==> src/hw/rtl/name_number_record_parser_defines.svh <==
// ============================================================================
// name_number_record_parser_defines.svh
// Assertion macros shared by the record parser's job queue and back end.
// ============================================================================
`ifndef NAME_NUMBER_RECORD_PARSER_DEFINES_SVH
`define NAME_NUMBER_RECORD_PARSER_DEFINES_SVH

`ifndef SYNTH

// Same-cycle implication, disabled while reset is asserted.
`define NNRP_ASSERT(label, clk, rst_n, ante, cons) \
  label: assert property (@(posedge clk) disable iff (!rst_n) (ante) |-> (cons)) \
    else $error("nnrp assertion failed");

// Next-cycle implication, disabled while reset is asserted.
`define NNRP_ASSERT_NEXT(label, clk, rst_n, ante, cons) \
  label: assert property (@(posedge clk) disable iff (!rst_n) (ante) |=> (cons)) \
    else $error("nnrp assertion failed");

`else

`define NNRP_ASSERT(label, clk, rst_n, ante, cons)
`define NNRP_ASSERT_NEXT(label, clk, rst_n, ante, cons)

`endif

`endif

==> src/hw/rtl/nnrp_pkg.sv <==
// ============================================================================
// nnrp_pkg
// Types and constants shared by the record parser modules.
// ============================================================================
package nnrp_pkg;

  localparam int NAME_BYTES_MAX_DEF = 64;
  localparam int JOBQ_DEPTH         = 2;

  localparam logic [7:0] CH_NL    = 8'd10;
  localparam logic [7:0] CH_SPACE = 8'd32;
  localparam logic [7:0] CH_PLUS  = 8'd43;
  localparam logic [7:0] CH_COMMA = 8'd44;
  localparam logic [7:0] CH_ZERO  = 8'd48;
  localparam logic [7:0] CH_NINE  = 8'd57;

  localparam logic [2:0] ST_OK     = 3'd0;
  localparam logic [2:0] ST_COMMA  = 3'd1;
  localparam logic [2:0] ST_LONG   = 3'd2;
  localparam logic [2:0] ST_EMPTY  = 3'd3;
  localparam logic [2:0] ST_FORMAT = 3'd4;
  localparam logic [2:0] ST_OVER   = 3'd5;

  // Bit positions in the per-line error flags.
  localparam int ERR_LONG   = 0;
  localparam int ERR_EMPTY  = 1;
  localparam int ERR_FORMAT = 2;
  localparam int ERR_OVER   = 3;

  typedef enum logic [3:0] {
    PH_NAME        = 4'b0001,
    PH_AFTER_COMMA = 4'b0010,
    PH_SPACES      = 4'b0100,
    PH_BODY        = 4'b1000
  } phase_t;

  typedef enum logic [2:0] {
    RUN_NONE   = 3'b001,
    RUN_ACTIVE = 3'b010,
    RUN_DONE   = 3'b100
  } run_t;

  typedef enum logic [2:0] {
    BK_IDLE  = 3'b001,
    BK_NAME  = 3'b010,
    BK_FINAL = 3'b100
  } back_state_t;

  // Back end hands a name bank back to the front end.
  typedef struct packed {
    logic valid;
    logic bank;
  } rel_t;

endpackage

==> src/hw/rtl/nnrp_front.sv <==
// ============================================================================
// nnrp_front
// Byte classifier and line parser; writes name bytes and queues line jobs.
// ============================================================================
module nnrp_front #(
  parameter int NAME_BYTES_MAX = nnrp_pkg::NAME_BYTES_MAX_DEF
) (
  input  logic                                  clk,
  input  logic                                  rst_n,
  input  logic                                  in_valid,
  output logic                                  in_ready,
  input  logic [7:0]                            in_text_byte,
  output logic                                  wr_en,
  output logic                                  wr_bank,
  output logic [((NAME_BYTES_MAX > 2) ? $clog2(NAME_BYTES_MAX - 1) : 1)-1:0] wr_idx,
  output logic [7:0]                            wr_data,
  output logic                                  job_push,
  output logic [1 + $clog2(NAME_BYTES_MAX) + 64 + 3 - 1:0] job_data,
  input  logic                                  q_full,
  input  nnrp_pkg::rel_t                        rel
);
  import nnrp_pkg::*;

  localparam int DEPTH = NAME_BYTES_MAX - 1;
  localparam int AW    = (DEPTH > 1) ? $clog2(DEPTH) : 1;
  localparam int LW    = $clog2(NAME_BYTES_MAX);
  localparam int CW    = $clog2(NAME_BYTES_MAX + 1);
  localparam logic [CW-1:0] LEN_KEEP = CW'(NAME_BYTES_MAX - 1);
  localparam logic [CW-1:0] LEN_MAX  = CW'(NAME_BYTES_MAX);

  logic [CW-1:0] name_len_r, name_len_nxt;
  logic [1:0]    comma_cnt_r, comma_cnt_nxt;
  phase_t        phase_r, phase_nxt;
  logic          plus_r, plus_nxt;
  run_t          run_r, run_nxt;
  logic [63:0]   acc_r, acc_nxt;
  logic [3:0]    err_r, err_nxt;
  logic          bank_r, bank_nxt;
  logic [1:0]    busy_r, busy_nxt;

  logic          accept;
  logic          is_digit;
  logic [3:0]    digit;
  logic [67:0]   prod;
  logic [3:0]    flags;
  logic [2:0]    status;
  logic          in_body;
  run_t          run_eff;

  assign in_ready = !busy_r[bank_r] && !q_full;
  assign accept   = in_valid && in_ready;
  assign is_digit = (in_text_byte >= CH_ZERO) && (in_text_byte <= CH_NINE);
  assign digit    = in_text_byte[3:0];
  assign prod     = ({4'd0, acc_r} << 3) + ({4'd0, acc_r} << 1) + {64'd0, digit};

  // Final flags and status of the line, valid when the newline arrives.
  always_comb begin
    flags = err_r;
    if (phase_r == PH_AFTER_COMMA) begin
      flags[ERR_EMPTY] = 1'b1;
    end
    if (plus_r) begin
      flags[ERR_FORMAT] = 1'b1;
    end
    if (comma_cnt_r != 2'd1) begin
      status = ST_COMMA;
    end else if (flags[ERR_LONG]) begin
      status = ST_LONG;
    end else if (flags[ERR_EMPTY]) begin
      status = ST_EMPTY;
    end else if (flags[ERR_FORMAT]) begin
      status = ST_FORMAT;
    end else if (flags[ERR_OVER]) begin
      status = ST_OVER;
    end else begin
      status = ST_OK;
    end
  end

  always_comb begin
    name_len_nxt  = name_len_r;
    comma_cnt_nxt = comma_cnt_r;
    phase_nxt     = phase_r;
    plus_nxt      = plus_r;
    run_nxt       = run_r;
    acc_nxt       = acc_r;
    err_nxt       = err_r;
    bank_nxt      = bank_r;
    busy_nxt      = busy_r;
    wr_en         = 1'b0;
    wr_bank       = bank_r;
    wr_idx        = name_len_r[AW-1:0];
    wr_data       = in_text_byte;
    job_push      = 1'b0;
    job_data      = {bank_r,
                     (status == ST_OK) ? name_len_r[LW-1:0] : LW'(0),
                     (status == ST_OK) ? acc_r : 64'd0,
                     status};
    in_body       = 1'b0;
    run_eff       = run_r;

    if (rel.valid) begin
      busy_nxt[rel.bank] = 1'b0;
    end

    if (accept) begin
      if (in_text_byte == CH_NL) begin
        job_push         = 1'b1;
        busy_nxt[bank_r] = 1'b1;
        bank_nxt         = !bank_r;
        name_len_nxt     = '0;
        comma_cnt_nxt    = 2'd0;
        phase_nxt        = PH_NAME;
        plus_nxt         = 1'b0;
        run_nxt          = RUN_NONE;
        acc_nxt          = 64'd0;
        err_nxt          = 4'd0;
      end else if (in_text_byte == CH_COMMA) begin
        if (comma_cnt_r != 2'd2) begin
          comma_cnt_nxt = comma_cnt_r + 2'd1;
        end
        if (phase_r == PH_NAME) begin
          phase_nxt = PH_AFTER_COMMA;
        end
      end else if (phase_r == PH_NAME) begin
        if (name_len_r < LEN_KEEP) begin
          wr_en = 1'b1;
        end
        if (name_len_r < LEN_MAX) begin
          name_len_nxt = name_len_r + CW'(1);
        end
        if (name_len_r >= LEN_KEEP) begin
          err_nxt[ERR_LONG] = 1'b1;
        end
      end else if ((phase_r == PH_AFTER_COMMA) || (phase_r == PH_SPACES)) begin
        if (in_text_byte == CH_SPACE) begin
          phase_nxt = PH_SPACES;
        end else begin
          phase_nxt = PH_BODY;
          in_body   = 1'b1;
        end
      end else begin
        in_body = 1'b1;
      end

      if (in_body) begin
        if (plus_r) begin
          plus_nxt = 1'b0;
          if (!is_digit) begin
            err_nxt[ERR_FORMAT] = 1'b1;
          end
        end
        if (is_digit) begin
          run_eff = (run_r == RUN_NONE) ? RUN_ACTIVE : run_r;
          run_nxt = run_eff;
          if ((run_eff == RUN_ACTIVE) && !err_r[ERR_OVER]) begin
            if (prod[67:64] != 4'd0) begin
              err_nxt[ERR_OVER] = 1'b1;
            end else begin
              acc_nxt = prod[63:0];
            end
          end
        end else if (in_text_byte == CH_PLUS) begin
          plus_nxt = 1'b1;
          if (run_r == RUN_ACTIVE) begin
            run_nxt = RUN_DONE;
          end
        end else begin
          err_nxt[ERR_FORMAT] = 1'b1;
        end
      end
    end
  end

  always_ff @(posedge clk) begin
    if (!rst_n) begin
      name_len_r  <= '0;
      comma_cnt_r <= 2'd0;
      phase_r     <= PH_NAME;
      plus_r      <= 1'b0;
      run_r       <= RUN_NONE;
      acc_r       <= 64'd0;
      err_r       <= 4'd0;
      bank_r      <= 1'b0;
      busy_r      <= 2'b00;
    end else begin
      name_len_r  <= name_len_nxt;
      comma_cnt_r <= comma_cnt_nxt;
      phase_r     <= phase_nxt;
      plus_r      <= plus_nxt;
      run_r       <= run_nxt;
      acc_r       <= acc_nxt;
      err_r       <= err_nxt;
      bank_r      <= bank_nxt;
      busy_r      <= busy_nxt;
    end
  end

endmodule

==> src/hw/rtl/nnrp_job_fifo.sv <==
// ============================================================================
// nnrp_job_fifo
// Short queue of finished line jobs between parser and emitter.
// ============================================================================
`include "name_number_record_parser_defines.svh"

module nnrp_job_fifo #(
  parameter int W = 8
) (
  input  logic         clk,
  input  logic         rst_n,
  input  logic         push,
  input  logic [W-1:0] push_data,
  input  logic         pop,
  output logic [W-1:0] pop_data,
  output logic         full,
  output logic         empty
);
  import nnrp_pkg::*;

  localparam int PW = (JOBQ_DEPTH > 1) ? $clog2(JOBQ_DEPTH) : 1;
  localparam int NW = $clog2(JOBQ_DEPTH + 1);
  localparam logic [NW-1:0] DEPTH_N = NW'(JOBQ_DEPTH);
  localparam logic [PW-1:0] LAST_P  = PW'(JOBQ_DEPTH - 1);

  logic [W-1:0]  ent_r [JOBQ_DEPTH];
  logic [PW-1:0] wp_r, wp_nxt;
  logic [PW-1:0] rp_r, rp_nxt;
  logic [NW-1:0] cnt_r, cnt_nxt;

  assign full     = (cnt_r == DEPTH_N);
  assign empty    = (cnt_r == '0);
  assign pop_data = ent_r[rp_r];

  always_comb begin
    wp_nxt  = wp_r;
    rp_nxt  = rp_r;
    cnt_nxt = cnt_r;
    if (push) begin
      wp_nxt = (wp_r == LAST_P) ? '0 : wp_r + PW'(1);
    end
    if (pop) begin
      rp_nxt = (rp_r == LAST_P) ? '0 : rp_r + PW'(1);
    end
    if (push && !pop) begin
      cnt_nxt = cnt_r + NW'(1);
    end else if (pop && !push) begin
      cnt_nxt = cnt_r - NW'(1);
    end
  end

  always_ff @(posedge clk) begin
    if (push) begin
      ent_r[wp_r] <= push_data;
    end
  end

  always_ff @(posedge clk) begin
    if (!rst_n) begin
      wp_r  <= '0;
      rp_r  <= '0;
      cnt_r <= '0;
    end else begin
      wp_r  <= wp_nxt;
      rp_r  <= rp_nxt;
      cnt_r <= cnt_nxt;
    end
  end

  `NNRP_ASSERT(a_no_overflow, clk, rst_n, push, !full || pop)
  `NNRP_ASSERT(a_no_underflow, clk, rst_n, pop, !empty)
  `NNRP_ASSERT(a_count_bound, clk, rst_n, 1'b1, cnt_r <= DEPTH_N)

endmodule

==> src/hw/rtl/nnrp_back.sv <==
// ============================================================================
// nnrp_back
// Name store and emitter: replays the name bytes, then the final record.
// ============================================================================
`include "name_number_record_parser_defines.svh"

module nnrp_back #(
  parameter int NAME_BYTES_MAX = nnrp_pkg::NAME_BYTES_MAX_DEF
) (
  input  logic                                  clk,
  input  logic                                  rst_n,
  input  logic                                  wr_en,
  input  logic                                  wr_bank,
  input  logic [((NAME_BYTES_MAX > 2) ? $clog2(NAME_BYTES_MAX - 1) : 1)-1:0] wr_idx,
  input  logic [7:0]                            wr_data,
  input  logic [1 + $clog2(NAME_BYTES_MAX) + 64 + 3 - 1:0] job_data,
  input  logic                                  q_empty,
  output logic                                  job_pop,
  output nnrp_pkg::rel_t                        rel,
  output logic                                  out_valid,
  input  logic                                  out_ready,
  output logic                                  out_is_name_char,
  output logic [7:0]                            out_name_char,
  output logic [63:0]                           out_value,
  output logic [2:0]                            out_status,
  output logic                                  out_last
);
  import nnrp_pkg::*;

  localparam int DEPTH = NAME_BYTES_MAX - 1;
  localparam int AW    = (DEPTH > 1) ? $clog2(DEPTH) : 1;
  localparam int LW    = $clog2(NAME_BYTES_MAX);

  logic [7:0] mem_r [2][DEPTH];
  logic [7:0] rd_q_r;

  back_state_t st_r, st_nxt;
  logic          bank_r, bank_nxt;
  logic [LW-1:0] count_r, count_nxt;
  logic [LW-1:0] idx_r, idx_nxt;
  logic [63:0]   value_r, value_nxt;
  logic [2:0]    status_r, status_nxt;

  logic          ov_r, ov_nxt;
  logic          o_is_name_r, o_is_name_nxt;
  logic [7:0]    o_char_r, o_char_nxt;
  logic [63:0]   o_value_r, o_value_nxt;
  logic [2:0]    o_status_r, o_status_nxt;
  logic          o_last_r, o_last_nxt;

  logic          slot_free;
  logic          j_bank;
  logic [LW-1:0] j_count;
  logic [63:0]   j_value;
  logic [2:0]    j_status;

  assign {j_bank, j_count, j_value, j_status} = job_data;
  assign slot_free = !ov_r || out_ready;

  always_comb begin
    st_nxt        = st_r;
    bank_nxt      = bank_r;
    count_nxt     = count_r;
    idx_nxt       = idx_r;
    value_nxt     = value_r;
    status_nxt    = status_r;
    ov_nxt        = ov_r && !out_ready;
    o_is_name_nxt = o_is_name_r;
    o_char_nxt    = o_char_r;
    o_value_nxt   = o_value_r;
    o_status_nxt  = o_status_r;
    o_last_nxt    = o_last_r;
    job_pop       = 1'b0;
    rel.valid     = 1'b0;
    rel.bank      = bank_r;

    case (st_r)
      BK_IDLE: begin
        if (!q_empty) begin
          job_pop    = 1'b1;
          bank_nxt   = j_bank;
          count_nxt  = j_count;
          value_nxt  = j_value;
          status_nxt = j_status;
          idx_nxt    = '0;
          st_nxt     = (j_count == '0) ? BK_FINAL : BK_NAME;
        end
      end
      BK_NAME: begin
        if (slot_free) begin
          ov_nxt        = 1'b1;
          o_is_name_nxt = 1'b1;
          o_char_nxt    = rd_q_r;
          o_value_nxt   = 64'd0;
          o_status_nxt  = ST_OK;
          o_last_nxt    = 1'b0;
          if (idx_r == count_r - LW'(1)) begin
            st_nxt = BK_FINAL;
          end else begin
            idx_nxt = idx_r + LW'(1);
          end
        end
      end
      BK_FINAL: begin
        if (slot_free) begin
          ov_nxt        = 1'b1;
          o_is_name_nxt = 1'b0;
          o_char_nxt    = 8'd0;
          o_value_nxt   = value_r;
          o_status_nxt  = status_r;
          o_last_nxt    = 1'b1;
          rel.valid     = 1'b1;
          st_nxt        = BK_IDLE;
        end
      end
      default: begin
        st_nxt = BK_IDLE;
      end
    endcase
  end

  // The read address follows the next index, so rd_q_r holds the byte at idx_r.
  always_ff @(posedge clk) begin
    if (wr_en) begin
      mem_r[wr_bank][wr_idx] <= wr_data;
    end
    rd_q_r <= mem_r[bank_nxt][idx_nxt[AW-1:0]];
  end

  always_ff @(posedge clk) begin
    if (!rst_n) begin
      st_r  <= BK_IDLE;
      ov_r  <= 1'b0;
      idx_r <= '0;
    end else begin
      st_r  <= st_nxt;
      ov_r  <= ov_nxt;
      idx_r <= idx_nxt;
    end
  end

  always_ff @(posedge clk) begin
    bank_r      <= bank_nxt;
    count_r     <= count_nxt;
    value_r     <= value_nxt;
    status_r    <= status_nxt;
    o_is_name_r <= o_is_name_nxt;
    o_char_r    <= o_char_nxt;
    o_value_r   <= o_value_nxt;
    o_status_r  <= o_status_nxt;
    o_last_r    <= o_last_nxt;
  end

  assign out_valid        = ov_r;
  assign out_is_name_char = o_is_name_r;
  assign out_name_char    = o_char_r;
  assign out_value        = o_value_r;
  assign out_status       = o_status_r;
  assign out_last         = o_last_r;

  `NNRP_ASSERT(a_idx_in_range, clk, rst_n, st_r == BK_NAME, idx_r < count_r)
  `NNRP_ASSERT_NEXT(a_release_emits_final, clk, rst_n, rel.valid, ov_r && o_last_r)
  `NNRP_ASSERT(a_name_result_clean, clk, rst_n, ov_r && o_is_name_r,
               (o_status_r == ST_OK) && (o_value_r == 64'd0) && !o_last_r)

endmodule

==> src/hw/rtl/name_number_record_parser.sv <==
// ============================================================================
// name_number_record_parser
// Parses "name,number" text lines into name-byte results and a final record.
// Bytes arrive one per transaction on the input channel and a newline byte
// ends a line. The front end accepts one byte per cycle, classifies it and
// keeps the line state; name bytes (up to NAME_BYTES_MAX-1) are written into
// one of two name banks. At the newline it queues a job holding the name
// length, the value and the status. The back end replays the name bytes from
// the bank and then one final record with last set; a line with an error
// yields the final record alone. The back end takes a job from the queue
// only when idle, then loads the line's results in order into its output
// register while that register is free, so it finishes one line before it
// takes the next job. The first result of a line passes from the job queue
// through the back end's job registers into the output register. A bank is
// freed once its line's final record has been loaded into the output
// register. The front end stalls only when both name banks hold lines whose
// final records have not yet been loaded, so sustained throughput is set by
// the output side for lines with few bytes, as for a lone newline.
// Status codes: 0 ok, 1 comma count, 2 name too long, 3 empty number,
// 4 bad number format, 5 overflow. No clearing pass is needed after reset.
// ============================================================================
module name_number_record_parser #(
  parameter int NAME_BYTES_MAX = nnrp_pkg::NAME_BYTES_MAX_DEF
) (
  input  logic        clk,
  input  logic        rst_n,
  input  logic        in_valid,
  output logic        in_ready,
  input  logic [7:0]  in_text_byte,
  output logic        out_valid,
  input  logic        out_ready,
  output logic        out_is_name_char,
  output logic [7:0]  out_name_char,
  output logic [63:0] out_value,
  output logic [2:0]  out_status,
  output logic        out_last
);
  import nnrp_pkg::*;

  localparam int DEPTH = NAME_BYTES_MAX - 1;
  localparam int AW    = (DEPTH > 1) ? $clog2(DEPTH) : 1;
  localparam int LW    = $clog2(NAME_BYTES_MAX);
  localparam int JW    = 1 + LW + 64 + 3;

  // Name-store write port from the front end.
  logic          wr_en;
  logic          wr_bank;
  logic [AW-1:0] wr_idx;
  logic [7:0]    wr_data;

  // Job queue between the two halves.
  logic          job_push;
  logic [JW-1:0] job_in;
  logic          job_pop;
  logic [JW-1:0] job_out;
  logic          q_full;
  logic          q_empty;

  // Bank release from the back end once a line's final record is loaded.
  rel_t          rel;

  nnrp_front #(
    .NAME_BYTES_MAX (NAME_BYTES_MAX)
  ) u_front (
    .clk          (clk),
    .rst_n        (rst_n),
    .in_valid     (in_valid),
    .in_ready     (in_ready),
    .in_text_byte (in_text_byte),
    .wr_en        (wr_en),
    .wr_bank      (wr_bank),
    .wr_idx       (wr_idx),
    .wr_data      (wr_data),
    .job_push     (job_push),
    .job_data     (job_in),
    .q_full       (q_full),
    .rel          (rel)
  );

  nnrp_job_fifo #(
    .W (JW)
  ) u_job_fifo (
    .clk       (clk),
    .rst_n     (rst_n),
    .push      (job_push),
    .push_data (job_in),
    .pop       (job_pop),
    .pop_data  (job_out),
    .full      (q_full),
    .empty     (q_empty)
  );

  nnrp_back #(
    .NAME_BYTES_MAX (NAME_BYTES_MAX)
  ) u_back (
    .clk              (clk),
    .rst_n            (rst_n),
    .wr_en            (wr_en),
    .wr_bank          (wr_bank),
    .wr_idx           (wr_idx),
    .wr_data          (wr_data),
    .job_data         (job_out),
    .q_empty          (q_empty),
    .job_pop          (job_pop),
    .rel              (rel),
    .out_valid        (out_valid),
    .out_ready        (out_ready),
    .out_is_name_char (out_is_name_char),
    .out_name_char    (out_name_char),
    .out_value        (out_value),
    .out_status       (out_status),
    .out_last         (out_last)
  );

endmodule

==> config.mk <==
export PLATFORM = sky130hd
export DESIGN_NAME = name_number_record_parser
export DESIGN_NICKNAME = d
export VERILOG_FILES = /design/src/hw/rtl/nnrp_pkg.sv /design/src/hw/rtl/nnrp_front.sv /design/src/hw/rtl/nnrp_job_fifo.sv /design/src/hw/rtl/nnrp_back.sv /design/src/hw/rtl/name_number_record_parser.sv
export VERILOG_INCLUDE_DIRS = /design/src /design/src/hw/rtl
export SDC_FILE = /design/constraint.sdc
export NUM_CORES = 2
export LEC_CHECK = 0
export BUFFER_PORTS_ARGS = -buffer_cell sky130_fd_sc_hd__buf_2
export CAP_MARGIN = 20
export CORE_MARGIN = 2
export CORE_UTILIZATION = 41
export DETAILED_ROUTE_END_ITERATION = 10
export PLACE_DENSITY = 0.64
export SYNTH_ARGS = -nofsm -noshare
export SYNTH_HDL_FRONTEND = slang
export SYNTH_SLANG_ARGS = --single-unit
==> constraint.sdc <==
create_clock -name clk -period 14.7 [get_ports clk]
set_clock_uncertainty 0.2 [all_clocks]
set_input_delay 2.205 -clock clk [delete_from_list [all_inputs] [get_ports clk]]
set_output_delay 2.205 -clock clk [all_outputs]
set_load 0.005 [all_outputs]
Yosys cells after proc, flatten, opt, wreduce, memory -nomap -nowiden --
Memory sizes are Yosys's and may differ from the RTL's. A register that Yosys moved wholly into a read port is not among the register bits. Index checks and enable logic that the tools add are counted.
Storage, ports and cells: register bits 260, memory bits (writable) 1156, bits of input ports 12, output and inout bits 79, logic and storage cells 240, memories 2
Operators by class: add/sub/neg operators 10, magnitude comparators 12, equality and inequality tests 24, multiplexer cells 119, bitwise logic cells 6, reductions and logical operators 41
Memory list:
- u_back.mem_r | words 2, bits a word 504, rd ports 1, clocked after memory_dff 0, write ports 1, line nnrp_back.sv:34 | logic [7:0] mem_r [2][DEPTH];
- u_job_fifo.ent_r | words 2, bits a word 74, rd ports 1, clocked after memory_dff 1, write ports 1, line nnrp_job_fifo.sv:26 | logic [W-1:0] ent_r [JOBQ_DEPTH];
Operator list (count):
- $mux W64 | 8
- $mux W504 | 1
- $pmux W64 S2 | 1
- $add A67 B65 Y68 | 1
- $add A68 B4 Y68 | 1
- $mux W3 | 19
- $mux W1 | 52
- $bmux W8 S6 | 1
- $demux W8 S6 | 1
- $mux W8 | 5
- $mux W7 | 4
- $eq A8 B6 Y1 const B | 3
- $mux W4 | 6
- $mux W6 | 4
- $mux W2 | 9
- $pmux W8 S2 | 1
- $reduce_and A4 Y1 | 4
- $ge A7 B7 Y1 const B | 2
- $not A6 Y7 | 2
- $reduce_bool A2 Y1 | 7
- $pmux W6 S2 | 1
- $logic_and A1 B1 Y1 | 10
- $ne A2 B1 Y1 const B | 5
- $eq A3 B2 Y1 const B | 3
- 43 further kinds | 61

Longest topological paths before layout --
depth in word-level cells 10, depth in mapped cells 17, mapped depth without buffers 15

Modules after synthesis --
A second synthesis with hierarchy kept.
Unflattened totals: cells, all modules 4640, area, all modules 61860.6 um^2
Modules (own cells, without submodules):
- nnrp_back | instances 1, cells each 3260, area each 47441.8 um^2, seq. area each 35153.7 um^2
- nnrp_front | instances 1, cells each 1128, area each 8842.2 um^2, seq. area each 1741.7 um^2
- nnrp_job_fifo | instances 1, cells each 252, area each 5576.6 um^2, seq. area each 4544.4 um^2

Least setup slack after synthesis --
No wires, ideal clock.
path kind input port to flip-flop, start input in_text_byte[3], end memory u_job_fifo.ent_r[0][0] (netlist name) (enable), library setup time 508 ps, data arrival time 6415 ps, required time 13992 ps, slack 7577 ps, cell stages on the path 6, buffers on the path 1, cell sequence inv_1 -> nor4b_1 -> and2_0 -> clkbuf_1 -> nand2_1 -> nor2_1
Between the ends: word-level cells in the longest chain between the ends 5
RTL lines:
- from (decl) | line name_number_record_parser.sv:29 | input logic [7:0] in_text_byte,
- $eq A8 B4 Y1 | line nnrp_front.sv:107 | if (in_text_byte == CH_NL) begin
- $mux W1 | line nnrp_front.sv:107
- $mux W1 | line nnrp_front.sv:106 | if (accept) begin
- $mux W1 | line nnrp_job_fifo.sv:53 | if (push) begin
- $mux W1 (not written as such) | line nnrp_job_fifo.sv:54 | ent_r[wp_r] <= push_data;
- to (decl) | line nnrp_job_fifo.sv:26
No other way between the ends.

Final worst setup path --
start input in_text_byte[3], end register u_front.acc_r[35]
Between the ends: word-level cells in the longest chain between the ends 8, elaborated cells between the ends (all ways) 19, those cells by class 1 x add/sub; 2 x order compare; 3 x eq/ne; 11 x mux; 2 x reduce/logical
RTL lines:
- parallel branches: the longest is 7 deep, another holds $add A68 B4 Y68
- $mux W64 (*) | line nnrp_front.sv:146 | if (in_body) begin
- to (signal assigned) | line nnrp_front.sv:192 | acc_r <= acc_nxt;
- to (decl) | line nnrp_front.sv:36 | logic [63:0] acc_r, acc_nxt;
Every way passes the cells marked *. The select of a mux whose other input is x is not followed. A chain may end at the register's enable or synchronous reset.

==> run metrics <==
status=complete, no violations; Async S/R FF share, synth=0%; Via density=~5.7; H-tree depth=4; most frequent cells in the layout=edfxtp_1, nand2_1, nand3_1; hold_buf cts=0; syn avg cell area=13.4 um^2; yosys warns=0; fin. max-slew vios=0; Final ANT Viol Nets=0; Finished Core Util=46.0%; worst r2r src=u_back.st_r[2]; Pre-antenna DRT Iters=6; Tot GR Track Use=between 10% and 20%; power per cell area=about 140 mW/mm^2; DR iter-0 viols=just under 4k; GRT met3 Usage=3.55%; Synth Net Count=4635; final hold vios=0; pin count of the biggest net entering global routing=225; FMAX=between 100 and 150 MHz; Critical Path Fanout Max=35; clock buffer depth=3; IO Pins=approximately 90; Nets=4664; Syn Inst Count=4488; DRT Wirelength=150 mm; Setup Fix Bufs, Post-CTS=0; cts bufs inserted=roughly 150; Routability Congestion=0.862; DRC viols=0; clock-pin slew on the worst setup and hold paths=0.06 ns; commonest non-fill, non-tap cell in the layout=edfxtp_1; DR WL/cell=23.0 um; post-synthesis sequential area ratio=68.9%; Worst setup SP type=primary input; Max-Cap Viols=0; WS Path Type=in2reg; RSZ-0062 raised after global routing=no; setup tns final=0 ns; Cell Area, Placed=0.0623 mm^2; global-route wire length before repair=about 230 mm; number of flops mapped to enable cells by yosys=between 1k and 1.5k; clock latency on the worst-skew pair=a little under 0.8 ns; met1 Track Usage GR=27.7%; global route overflow=0; CP endpoint kind=register; Die X=roughly 390 um; Yosys cell types=101; Die H=just under 400 um; Slew headroom=15.2%; # rows=140; Setup crit start=in_text_byte[3]; final setup violation count=0; # diodes=0; Hold Startpoint=u_front.err_r[2]; # port buffers=90; die area=between 0.1 and 0.15 mm^2; Most Used Layer, Global Route=met2; core area=0.146 mm^2; CTS sink count=1417; Post-CTS Resized=0; fin area=about 0.067 mm^2; Top FF cell, synth=edfxtp_1; Clock Tree Root=clkbuf_16; CP arrival=7.19 ns; antenna violations before repair=2; VDD IR-drop max=roughly 0.11 mV; Overall Power=9.57 mW; post-DP HPWL=90.9 mm; met2 Use GR=31.1%; CP Data Required Time=15.22 ns; layout cell share with drive strength beyond 1=about 11%; Syn Std Cell Area=0.0602 mm^2; synth-to-layout area growth=11.5%; part of the cycle the worst path needs=between 40% and 50%; Starting Density=41.3%; number of global-route vias before repair=about 36k; Via Count=37.2k; min cycle time layout=between 6 and 7 ns; CTS tree=built; Fin Hold WS=0.260 ns; FF+latch count, synth=around 1.4k; slew of the pin with the lowest slew margin=between 1 and 1.5 ns; Min-Delay Path Class=reg2reg; Static Leakage=23.8 nW
[cell usage after synthesis (74+ instances only)]
master | count | area, um^2
edfxtp_1 | 1306 | 39200
nand2_1 | 893 | 3350
nand3_1 | 244 | 1220
nor2_1 | 209 | 785
and3_1 | 169 | 1060
a21oi_1 | 134 | 671
ha_1 | 133 | 1660
clkbuf_1 | 118 | 443
buf_2 | 113 | 566
dfxtp_1 | 111 | 2220
and2_1 | 103 | 644
a31oi_1 | 79 | 494
o21ai_0 | 77 | 385
mux2_2 | 74 | 833
[worst paths after layout]
kind                            slack (ns)  depth (start not counted)                 to
worst max register to register        8.75                         13   u_back.rd_q_r[6]
worst min register to register        0.26                          2   u_front.err_r[2]
worst max-delay path                  8.03                         17  u_front.acc_r[35]
worst min-delay path                  0.26                          2   u_front.err_r[2]
[area by class of cell]
| type | count | area [um^2] |
|---|---|---|
| clock buffers | 196 | 3930 |
| fillers | 12800 | 78700 |
| repair buffers | 144 | 917 |
| well taps | 1917 | 2400 |
| inverters | 29 | 115 |
| flip-flops and latches | 1417 | 41400 |
| clock inverters | 67 | 792 |
| multi-input cells | 2779 | 17500 |
[sequential cells by signal, summed over array words and instances (netlist names), 4 cells and up, named ones only]
register / count
u_back.mem_r: 1008
u_job_fifo.ent_r: 148
u_back.out_value: 64
u_back.value_r: 64
u_front.acc_r: 64
u_back.out_name_char: 8
u_back.rd_q_r: 8
u_front.name_len_r: 7
u_back.count_r: 6
u_back.idx_r: 6
u_front.phase_r: 4
[worst max-delay path: stages]
cell      delay, ns
buf_4          0.18
inv_1          0.13
fa_1           0.54
inv_1          0.07
fa_1           0.48
a211oi_1       0.33
o21ba_2        0.21
a211oi_1       0.11
a211oi_1       0.63
nand3b_1       0.22
a21oi_1        0.08
a211oi_1       0.18
a21o_1         0.30
nor4_2         0.10
o21ai_4        0.63
buf_4          0.50
a22o_1         0.22
[through the flow]
stage | worst slack (ns) | cells
detailed placement | 7.20 | 6286
global placement | 7.23 | 6285
CTS | 8.01 | 6549
global route | 7.61 | 6549
floorplan | 7.58 | 4488
finish | 8.03 | 6549
[layer usage]
layer  vias up  routed length (um)  share of wire (%)
li1      16900                   -                  -
met1     18600               64400                 43
met2      1482               70100                 47
met3       257               11500                7.7
met4         4                4400                2.9
met5         -                  27              0.018
[where the power goes]
group	switching (mW)	internal, mW
clock network	1.58	2.06
registers	0.0673	4.56
logic	0.887	0.410
[kinds of logic (layout without fill, tap and decap cells)]
kind of cell / count (synthesis) / count (layout) / share of synthesized area (%)
xor+xnor: 80 / 80 / 1.18
buf+inv: 292 / 436 / 2.26
flops: 1417 / 1417 / 68.9
fa+ha+maj: 135 / 135 / 2.83
simple gates: 1773 / 1773 / 13.5
compound gates: 637 / 637 / 7.62
mux: 154 / 154 / 3.76
(Power assumes the default switching activity.)
